<file path="config.mk">
export PLATFORM = sky130hd
export DESIGN_NAME = mtfc_cell
export DESIGN_NICKNAME = d
export VERILOG_FILES = /design/src/design/mtfc_pkg.sv /design/src/design/mtfc_cell.sv
export SDC_FILE = /design/constraint.sdc
export NUM_CORES = 1
export LEC_CHECK = 0
export BUFFER_PORTS_ARGS = -buffer_cell sky130_fd_sc_hd__buf_2
export CORE_AREA = 10 10 47 49
export DETAILED_ROUTE_END_ITERATION = 8
export DIE_AREA = 0 0 57 59
export PLACE_DENSITY = 0.68
export RECOVER_POWER = 25
export SLEW_MARGIN = 40
export SYNTH_ARGS = -nofsm -noshare
export SYNTH_HDL_FRONTEND = slang
export SYNTH_SLANG_ARGS = --single-unit
</file>
<file path="constraint.sdc">
create_clock -name clock -period 1.75 [get_ports clock]
set_clock_uncertainty 0.1 [all_clocks]
set_input_delay 0.2625 -clock clock [delete_from_list [all_inputs] [get_ports clock]]
set_output_delay 0.2625 -clock clock [all_outputs]
set_load 0.05 [all_outputs]
</file>
<file path="src/design/mtfc_pkg.sv">
`timescale 1ns / 1ps
`default_nettype none

package mtfc_pkg;

   // Width of one symbol and of one list entry.
   localparam int SYM_W = 8;

   // Direction register codes.
   typedef enum logic {
      DIR_ENCODE = 1'b0,
      DIR_DECODE = 1'b1
   } dir_type;

   // Controls broadcast from the top level to every cell of the list.
   typedef struct packed {
      logic             update;
      logic             reload;
   } cell_ctl_type;

endpackage

`default_nettype wire

</file>
<file path="src/design/mtfc_cell.sv">
`timescale 1ns / 1ps
`default_nettype none

// One entry of the recency list. On an update the cell keeps its value,
// takes the value its front neighbor held, which shifts the list back by
// one up to the moved entry, or on a reload returns to its home index.
module mtfc_cell #(
   parameter int INDEX = 0
) (
   input  wire logic                        clock,
   input  wire logic                        reset,
   input  wire mtfc_pkg::cell_ctl_type      ctl,
   input  wire logic                        shift,
   input  wire logic [mtfc_pkg::SYM_W-1:0]  prev_value,
   input  wire logic [mtfc_pkg::SYM_W-1:0]  probe,
   output logic                             match,
   output logic [mtfc_pkg::SYM_W-1:0]       value
);
   import mtfc_pkg::*;

   localparam logic [SYM_W-1:0] HOME = SYM_W'(INDEX);

   logic [SYM_W-1:0] value_ff;
   logic [SYM_W-1:0] value_in;

   // Next entry value: identity on reload, neighbor value on a shift.
   always_comb begin
      value_in = value_ff;
      if (ctl.update) begin
         if (ctl.reload) begin
            value_in = HOME;
         end else if (shift) begin
            value_in = prev_value;
         end
      end
   end

   always_ff @(posedge clock) begin
      if (reset) begin
         value_ff <= HOME;
      end else begin
         value_ff <= value_in;
      end
   end

   // Compare against the incoming byte for encode lookups.
   assign match = (value_ff == probe);
   assign value = value_ff;

endmodule

`default_nettype wire

</file>
; After elaboration in Yosys (flattened, before gate mapping)
; Cells that the tools add are included.
[classes]
muxes = 2
n_eq_ne = 1
n_reduce_logical = 2
[op_table]
columns = op, count
row1 = 8-bit two-way mux, 2
row2 = 8-bit == test, 1
row3 = 2-bit AND reduction, 1
row4 = 2-bit nonzero test, 1
[totals]
ff_bits = 8
in_bits = 21
elab_cells = 6
out_inout_bits = 9

; Depth between registers and ports, before layout
; Gate-level depths: netlist of the first run.
[logic_depth]
word_depth = 2
ltp_mapped = 4

; Least setup slack after synthesis of the first run
; No wires, ideal clock.
[synth_timing]
path_kind = register to output
from = register value_ff[2], in the netlist value[2]
to = output match
t_required_ns = 1.387
arrival_time_ns = 1.585
path_stages_with_launch = 4
path_slack_ns = -0.197
cell_sequence = dfxtp_1 > xnor2_1 > nand4_1 > nor2_1
[synth_between]
elab_chain_len = 1
[synth_lines]
columns = item, line
row1 = from (decl), mtfc_cell.sv:23  ; logic [SYM_W-1:0] value_ff;
row2 = from (signal assigned), mtfc_cell.sv:42  ; value_ff <= value_in;
row3 = 8-bit == test, mtfc_cell.sv:47  ; assign match = (value_ff == probe);
row4 = to (decl), mtfc_cell.sv:16  ; output logic match,
; Every way passes these cells.

; Final worst setup path of the first run
[layout_timing]
from = register value_ff[3], in the netlist value[3]
to = output match
; Same word-level chain as after synthesis.

==> results of run 1 <==
-- logic make-up after synthesis --
logic type | Yosys count | synth area share
flip-flops | 8 | 0.434
XOR/XNOR | 8 | 0.190
AO/OA/AOI/OAI | 9 | 0.186
buffers and inverters | 2 | 0.0407
AND/OR/NAND/NOR | 12 | 0.149
-- cell usage after synthesis --
| master | count | area, µm² |
|---|---|---|
| nor2_1 | 9 | 33.8 |
| a22oi_1 | 8 | 60.1 |
| dfxtp_1 | 8 | 160 |
| xnor2_1 | 8 | 70.1 |
| nand4_1 | 2 | 12.5 |
| and3b_1 | 1 | 8.76 |
| buf_1 | 1 | 3.75 |
| buf_6 | 1 | 11.3 |
| o21ai_2 | 1 | 8.76 |
-- worst max-delay path by stage --
stage                  to  slack [ns]
floorplan           match       0.006
global placement    match        0.37
detailed placement  match        0.36
CTS                 match        0.13
global route        match        0.06
finish              match        0.15
-- metal layers --
layer / part of all wire / vias up
met2: 0.51 / 16
met4: 0.021 / 0
met1: 0.37 / 167
met5: 0 / -
met3: 0.095 / 2
li1: - / 198
-- final cells by class --
class,instances,area share
sequential,8,0.295
multi-input combinational,29,0.362
tap,16,0.0369
timing repair buffer,29,0.265
clock buffer,3,0.0415
-- critical path: stages (launching register included) --
cell and delay, ns:
dfxtp_1 0.37, xnor2_1 0.13, nand4_1 0.13, nor2_2 0.11, buf_2 0.26
-- metrics by stage --
step | util | power, mW
2_1_floorplan | - | 0.242
3_3_place_gp | 0.372 | 0.274
3_5_place_dp | 0.372 | 0.275
4_1_cts | 0.388 | 0.405
5_1_grt | 0.388 | 0.417
6_report | 0.388 | 0.398
-- report_power, final --
part           internal [mW]  switching [mW]
Combinational         0.0341          0.0440
Sequential             0.188         0.00426
Clock                 0.0776          0.0505
Total                  0.299          0.0988
==> metrics, run 1 <==
Antenna Cells=0; clk root buf=clkbuf_4; outcome=finished, final reports clean; post-synthesis instance total=39; Mapped Area=~370 µm²; Hold Crit Start=prev_value[0]; total track usage=0.0694; initial antenna violation count=0; Rows=14; RSZ-0062 raised after global routing=false; M2 GR Usage=0.127; worst hold stages=3; die width=between 50 and 60 µm; total DRC errors in the routed layout=0; CTS Buf Count=3; most common cell after layout, fill and taps aside=buf_2; Area Growth Syn to Fin=47.1%; Yosys reg bits=8; max-cap violations=0; CP endpoint kind=output port; RePlAce Congestion=0.648; CTS tree=done; net count after synthesis=60; Vias=383; # port buffers=29; worst vdd ir=around 460 µV; Final Setup Violations=0; setup ws final=0.151 ns; Largest register FFs=8; global-route wire length before repair=between 1.5 and 2 mm; core area=0.00140 mm²; worst r2r dst=value[1]; FF-to-FF Start=value[1]; post-CTS setup buffers=0; Clock Tree Buf Depth=2; CP max FO=3; largest net degree at the start of global routing=9; reg2reg setup slack=just under 1 ns; Pwr Density=733 mW/mm²; vias in the first global route=441; Setup crit start=value[3]; WS Path Type=reg -> out; slew margin rel.=0.758; # IOs=30; GRT busiest layer=met2; WP data required=1.39 ns; static leakage=~0.25 nW; Avg Cell Area, Syn=between 9 and 10 µm²; Period Utilization, post-route=0.914; layout cells sized above 1=0.478; Non-Filler Instances=85; Iteration-0 DRC Markers=8; multi-input logic area=196 µm²; FF/Latch Area=160 µm²; crit start category=register; Yosys warnings=0; post-route setup TNS=0 ns; Antenna Violating Nets Remaining=0; via/cell ratio=between 4 and 5; Congestion Overflow GR=0; Hold Crit Class=in -> reg; nets@finish=92; DIE HEIGHT=between 50 and 60 µm; clk slew on worst S/H paths=0.05 ns; CTS sink count=8; WP data arrival=approximately 1.2 ns; Slew @ Worst Pin=0.363 ns; Die ar.=0.00336 mm²; met3 Use GR=0.0408; initial cell density of the core=0.263; most frequent cells in the layout=buf_2 (28), xnor2_1 (8), a22oi_1 (8), nor2_1 (8), dfxtp_1 (8); wire per inst=approximately 13 µm; Place WS=around 0.36 ns; M1 GR Usage=0.0601; Post-Place Cells=about 80; cell area after layout=roughly 540 µm²; Hold EP=value[0]; dpl cell area=around 520 µm²; DRT Pass-1 Iters=3; Final Hold Fails=0; R2R cell count=2; Max Clk Rate=between 600 and 700 MHz; final wirelength=around 1.1 mm; Synth cell types=9; # fillers=165; clock latency at the later pin of the worst-skew pair=roughly 0.24 ns; hold slack=0.156 ns; post-CTS sizing=0; H-Tree Depth=1; share of the yosys chip area belonging to registers=0.434; Period minus WS final=between 1.5 and 2 ns; Slew Viols, Final=0; hold_buf cts=0
Power figures use the tool's default switching activity.
==> inputs of run 2 (changes only) <==
--- a/config.mk
+++ b/config.mk
@@ -9,7 +9,7 @@
 export CORE_AREA = 10 10 47 49
 export DETAILED_ROUTE_END_ITERATION = 8
 export DIE_AREA = 0 0 57 59
-export PLACE_DENSITY = 0.68
+export PLACE_DENSITY = 0.65
 export RECOVER_POWER = 25
 export SLEW_MARGIN = 40
 export SYNTH_ARGS = -nofsm -noshare
==> run 2 against run 1 <==
  * Via count is 2.3% higher
  * Final area stayed put
  * Global-route usage is 0.061 points lower
  * Critical path type unchanged
  * Largest cell class unchanged
  * Maximum frequency hardly changed
  * Sequential power hardly changed
  * Non-clock buffer count stayed put
  * Combinational power is 1% higher
  * Clock-buffer cell count stayed put
  * Final cell count stayed put
  * Register-to-register slack hardly changed
==> metrics, run 2 (same netlist as run 1, synthesis figures left out) <==
outcome=finished, final reports clean; Clock Tree Buf Depth=2; worst vdd ir=~330 µV; Period Utilization, post-route=0.914; CP max FO=3; CTS Buf Count=3; WP data required=1.39 ns; Congestion Overflow GR=0; clk root buf=clkbuf_4; delay-heaviest family, CP=flip-flops; met1 wire length=496 µm; CP endpoint kind=output port; # fillers=160; slew margin rel.=0.746; # port buffers=29; total track usage=0.0688; buffer and inverter count on the worst path=1; Final Setup Violations=0; H-Tree Depth=1; metal3 WL=around 66 µm; largest net degree at the start of global routing=9; initial antenna violation count=0; WP data arrival=around 1.2 ns; vias in the first global route=between 400 and 500; Die ar.=between 0.003 and 0.004 mm²; die width=57 µm; CP peak stage delay=between 0.3 and 0.4 ns; Rows=14; clk slew on worst S/H paths=roughly 0.05 ns; Hold Crit Class=in -> reg; via/cell ratio=4.61; final wirelength=1.18 mm; DRT Pass-1 Iters=2; initial cell density of the core=0.263; WS Path Type=reg -> out; Layout Utilization=0.388; Max Clk Rate=about 620 MHz; DIE HEIGHT=around 59 µm; CTS tree=done; hold_buf cts=0; total DRC errors in the routed layout=0; CTS sink count=8; most common cell after layout, fill and taps aside=buf_2; cell-by-cell trace of the critical path=xnor2_1 > nand4_1 > nor2_2 > buf_2; # IOs=30; post-CTS sizing=0; Pwr Density=749 mW/mm²; Vias=about 390; top sig layer=met4; max-cap violations=0; RSZ-0062 raised after global routing=false; layout cells sized above 1=0.478; global-route wire length before repair=between 1.5 and 2 mm; clock latency at the later pin of the worst-skew pair=between 0.2 and 0.25 ns; static leakage=0.252 nW; wire per inst=approximately 14 µm; CP max-delay cell=dfxtp_1; Slew Viols, Final=0; Largest register FFs=8; post-route setup TNS=0 ns; PnR Total Power=roughly 0.4 mW; most frequent cells in the layout=buf_2 (28), xnor2_1 (8), a22oi_1 (8), nor2_1 (8), dfxtp_1 (8); Antenna Cells=0; Slew @ Worst Pin=0.381 ns; Iteration-0 DRC Markers=6; core area=0.00140 mm²; crit start category=register; RePlAce Congestion=0.707; Area Growth Syn to Fin=47.1%; post-CTS setup buffers=0; Antenna Violating Nets Remaining=0; nets@finish=slightly above 90; metal2 WL=around 600 µm; Period minus WS final=approximately 1.6 ns; Final Hold Fails=0
run 2: per-layer routing:
layer  vias up  global-route usage
li1        201                   -
met1       172              0.0716
met2        17               0.119
met3         2              0.0150
met4         0              0.0503
met5         -                   0
run 2: worst reg2reg max path, stage by stage (launching register included):
cell and delay [ns]:
dfxtp_1 0.34, a22oi_1 0.17, nor2_1 0.05
run 2: final timing paths:
path,from,end,slack (ns),cells past startpoint
worst min register to register,value[2],value[2],0.45,2
worst max register to register,value[0],value[0],0.98,2
worst min-delay path,prev_value[5],value[5],0.15,3
worst max-delay path,value[1],match,0.15,4
run 2: through the flow:
| step | instances | hold WS [ns] | setup slack [ns] | cell area [µm²] |
|---|---|---|---|---|
| finish | 85 | 0.150 | 0.150 | 543 |
| CTS | 85 | 0.150 | 0.120 | 544 |
| floorplan | 39 | 0.311 | 0.00618 | 372 |
| global placement | 82 | 0.397 | 0.371 | 522 |
| global route | 85 | 0.162 | 0.0245 | 543 |
| detailed placement | 82 | 0.406 | 0.369 | 522 |
run 2: power breakdown:
part           total (mW)  switching, mW  internal (mW)
Clock               0.136         0.0579         0.0782
Sequential          0.192        0.00428          0.187
Combinational      0.0791         0.0450         0.0341
Total               0.407          0.107          0.300
run 2: final cells by class:
type / count / area [µm²] / share of cell area
multi-input cells: 29 / 196 / 0.362
flip-flops and latches: 8 / 160 / 0.295
repair buffers: 29 / 144 / 0.265
clock buffers: 3 / 22.5 / 0.0415
well taps: 16 / 20.0 / 0.0369
==> inputs of run 3 (changes only) <==
==> constraint.sdc (replaced) <==
create_clock -name clock -period 2.07 [get_ports clock]
set_clock_uncertainty 0.1 [all_clocks]
set_input_delay 0.3105 -clock clock [delete_from_list [all_inputs] [get_ports clock]]
set_output_delay 0.3105 -clock clock [all_outputs]
set_load 0.05 [all_outputs]
==> run 3 against run 2 <==
  * Worst hold slack better by 0.048 ns
  * Non-clock buffer count unchanged
  * Critical path depth unchanged
  * Register-to-register slack better by 0.32 ns
  * Via count up 2.0%
==> metrics, run 3 (same netlist as run 1, synthesis figures left out) <==
Non-Filler Instances=85; core area=approximately 0.0014 mm²; via/cell ratio=approximately 4.7; # fillers=154; Final Hold Fails=0; slew margin rel.=0.765; total DRC errors in the routed layout=0; Congestion Overflow GR=0; WS Path Type=reg -> out; multi-input logic area=roughly 190 µm²; crit start category=register; CP max-delay cell=dfxtp_1; DIE HEIGHT=a little under 60 µm; post-CTS sizing=0; clock latency at the later pin of the worst-skew pair=0.25 ns; Die ar.=approximately 0.0034 mm²; # port buffers=29; Period minus WS final=between 1.5 and 2 ns; CTS Buf Count=3; wire per inst=between 10 and 15 µm; post-route setup TNS=0 ns; clk root buf=clkbuf_4; Slew Viols, Final=0; CTS tree=done; Slew @ Worst Pin=0.353 ns; layout cells sized above 1=0.464; global-route wire length before repair=approximately 1.8 mm; cell area after layout=around 540 µm²; final wirelength=about 1.1 mm; hold_buf cts=0; nets@finish=92; Final Setup Violations=0; R2R cell count=2; largest net degree at the start of global routing=9; hold slack=around 0.2 ns; CTS sink count=8; Pwr Density=~630 mW/mm²; WP data arrival=about 1.3 ns; Area Growth Syn to Fin=46.4%; CP peak stage delay=approximately 0.32 ns; die width=around 57 µm; FF/Latch Area=160 µm²; Vias=400; total track usage=0.0689; clk slew on worst S/H paths=0.05 ns; WP data required=roughly 1.7 ns; Post-Place Cells=about 80; Rows=14; outcome=finished, final reports clean; max-cap violations=0; Clock Tree Buf Depth=2; CP endpoint kind=output port; most common cell after layout, fill and taps aside=buf_2; post-CTS setup buffers=0; worst vdd ir=301 µV; Largest register FFs=8; cell-by-cell trace of the critical path=xnor2_1 > nand4_1 > nor2_1 > buf_2; vias in the first global route=440; static leakage=0.252 nW; RePlAce Congestion=between 0.6 and 0.7; Antenna Violating Nets Remaining=0; initial cell density of the core=0.263; PnR Total Power=0.343 mW; H-Tree Depth=1; Period Utilization, post-route=0.814; Antenna Cells=0; most frequent cells in the layout=buf_2 (28), nor2_1 (9), xnor2_1 (8), a22oi_1 (8), dfxtp_1 (8); RSZ-0062 raised after global routing=false; # IOs=30; Hold Crit Class=in -> reg; initial antenna violation count=0; Max Clk Rate=about 600 MHz; Iteration-0 DRC Markers=6; dpl cell area=between 500 and 600 µm²; CP max FO=3; worst hold stages=3; DRT Pass-1 Iters=4
run 3: worst paths after layout:
| kind | start | end | slack [ns] |
|---|---|---|---|
| max | value[2] | match | 0.38 |
| min reg2reg | value[7] | value[7] | 0.45 |
| min | prev_value[5] | value[5] | 0.20 |
| max reg2reg | value[0] | value[0] | 1.30 |
run 3: metal layers:
metal / vias up / part of all wire / global-route usage / routed length [µm]
li1: 197 / - / - / -
met1: 184 / 0.39 / 0.0622 / 442
met2: 17 / 0.53 / 0.124 / 595
met3: 2 / 0.053 / 0.0258 / 60
met4: 0 / 0.024 / 0.0503 / 27
met5: - / 0 / 0 / 0
run 3: area by class of cell:
type,instances,share of cell area
Clock buffer,3,0.0417
Timing Repair Buffer,29,0.266
Tap cell,16,0.0370
Sequential cell,8,0.296
Multi-Input combinational cell,29,0.359
run 3: report_power, final:
part | internal, mW | switching (mW)
clock | 0.0661 | 0.0491
sequential | 0.159 | 0.00351
combinational | 0.0288 | 0.0368
total | 0.253 | 0.0894
run 3: worst max-delay path, delay by kind of cell, from the launching register on:
family	cells	cell delay (ns)
flip-flops	1	0.32
buffers and inverters	1	0.27
AND/OR/NAND/NOR	2	0.23
XOR/XNOR	1	0.20
run 3: metrics by stage:
stage | utilization | setup WS, ns
after floorplan | - | 0.0747
after global placement | 0.371 | 0.567
after detailed placement | 0.371 | 0.556
after CTS | 0.387 | 0.350
after global routing | 0.386 | 0.300
final | 0.386 | 0.384
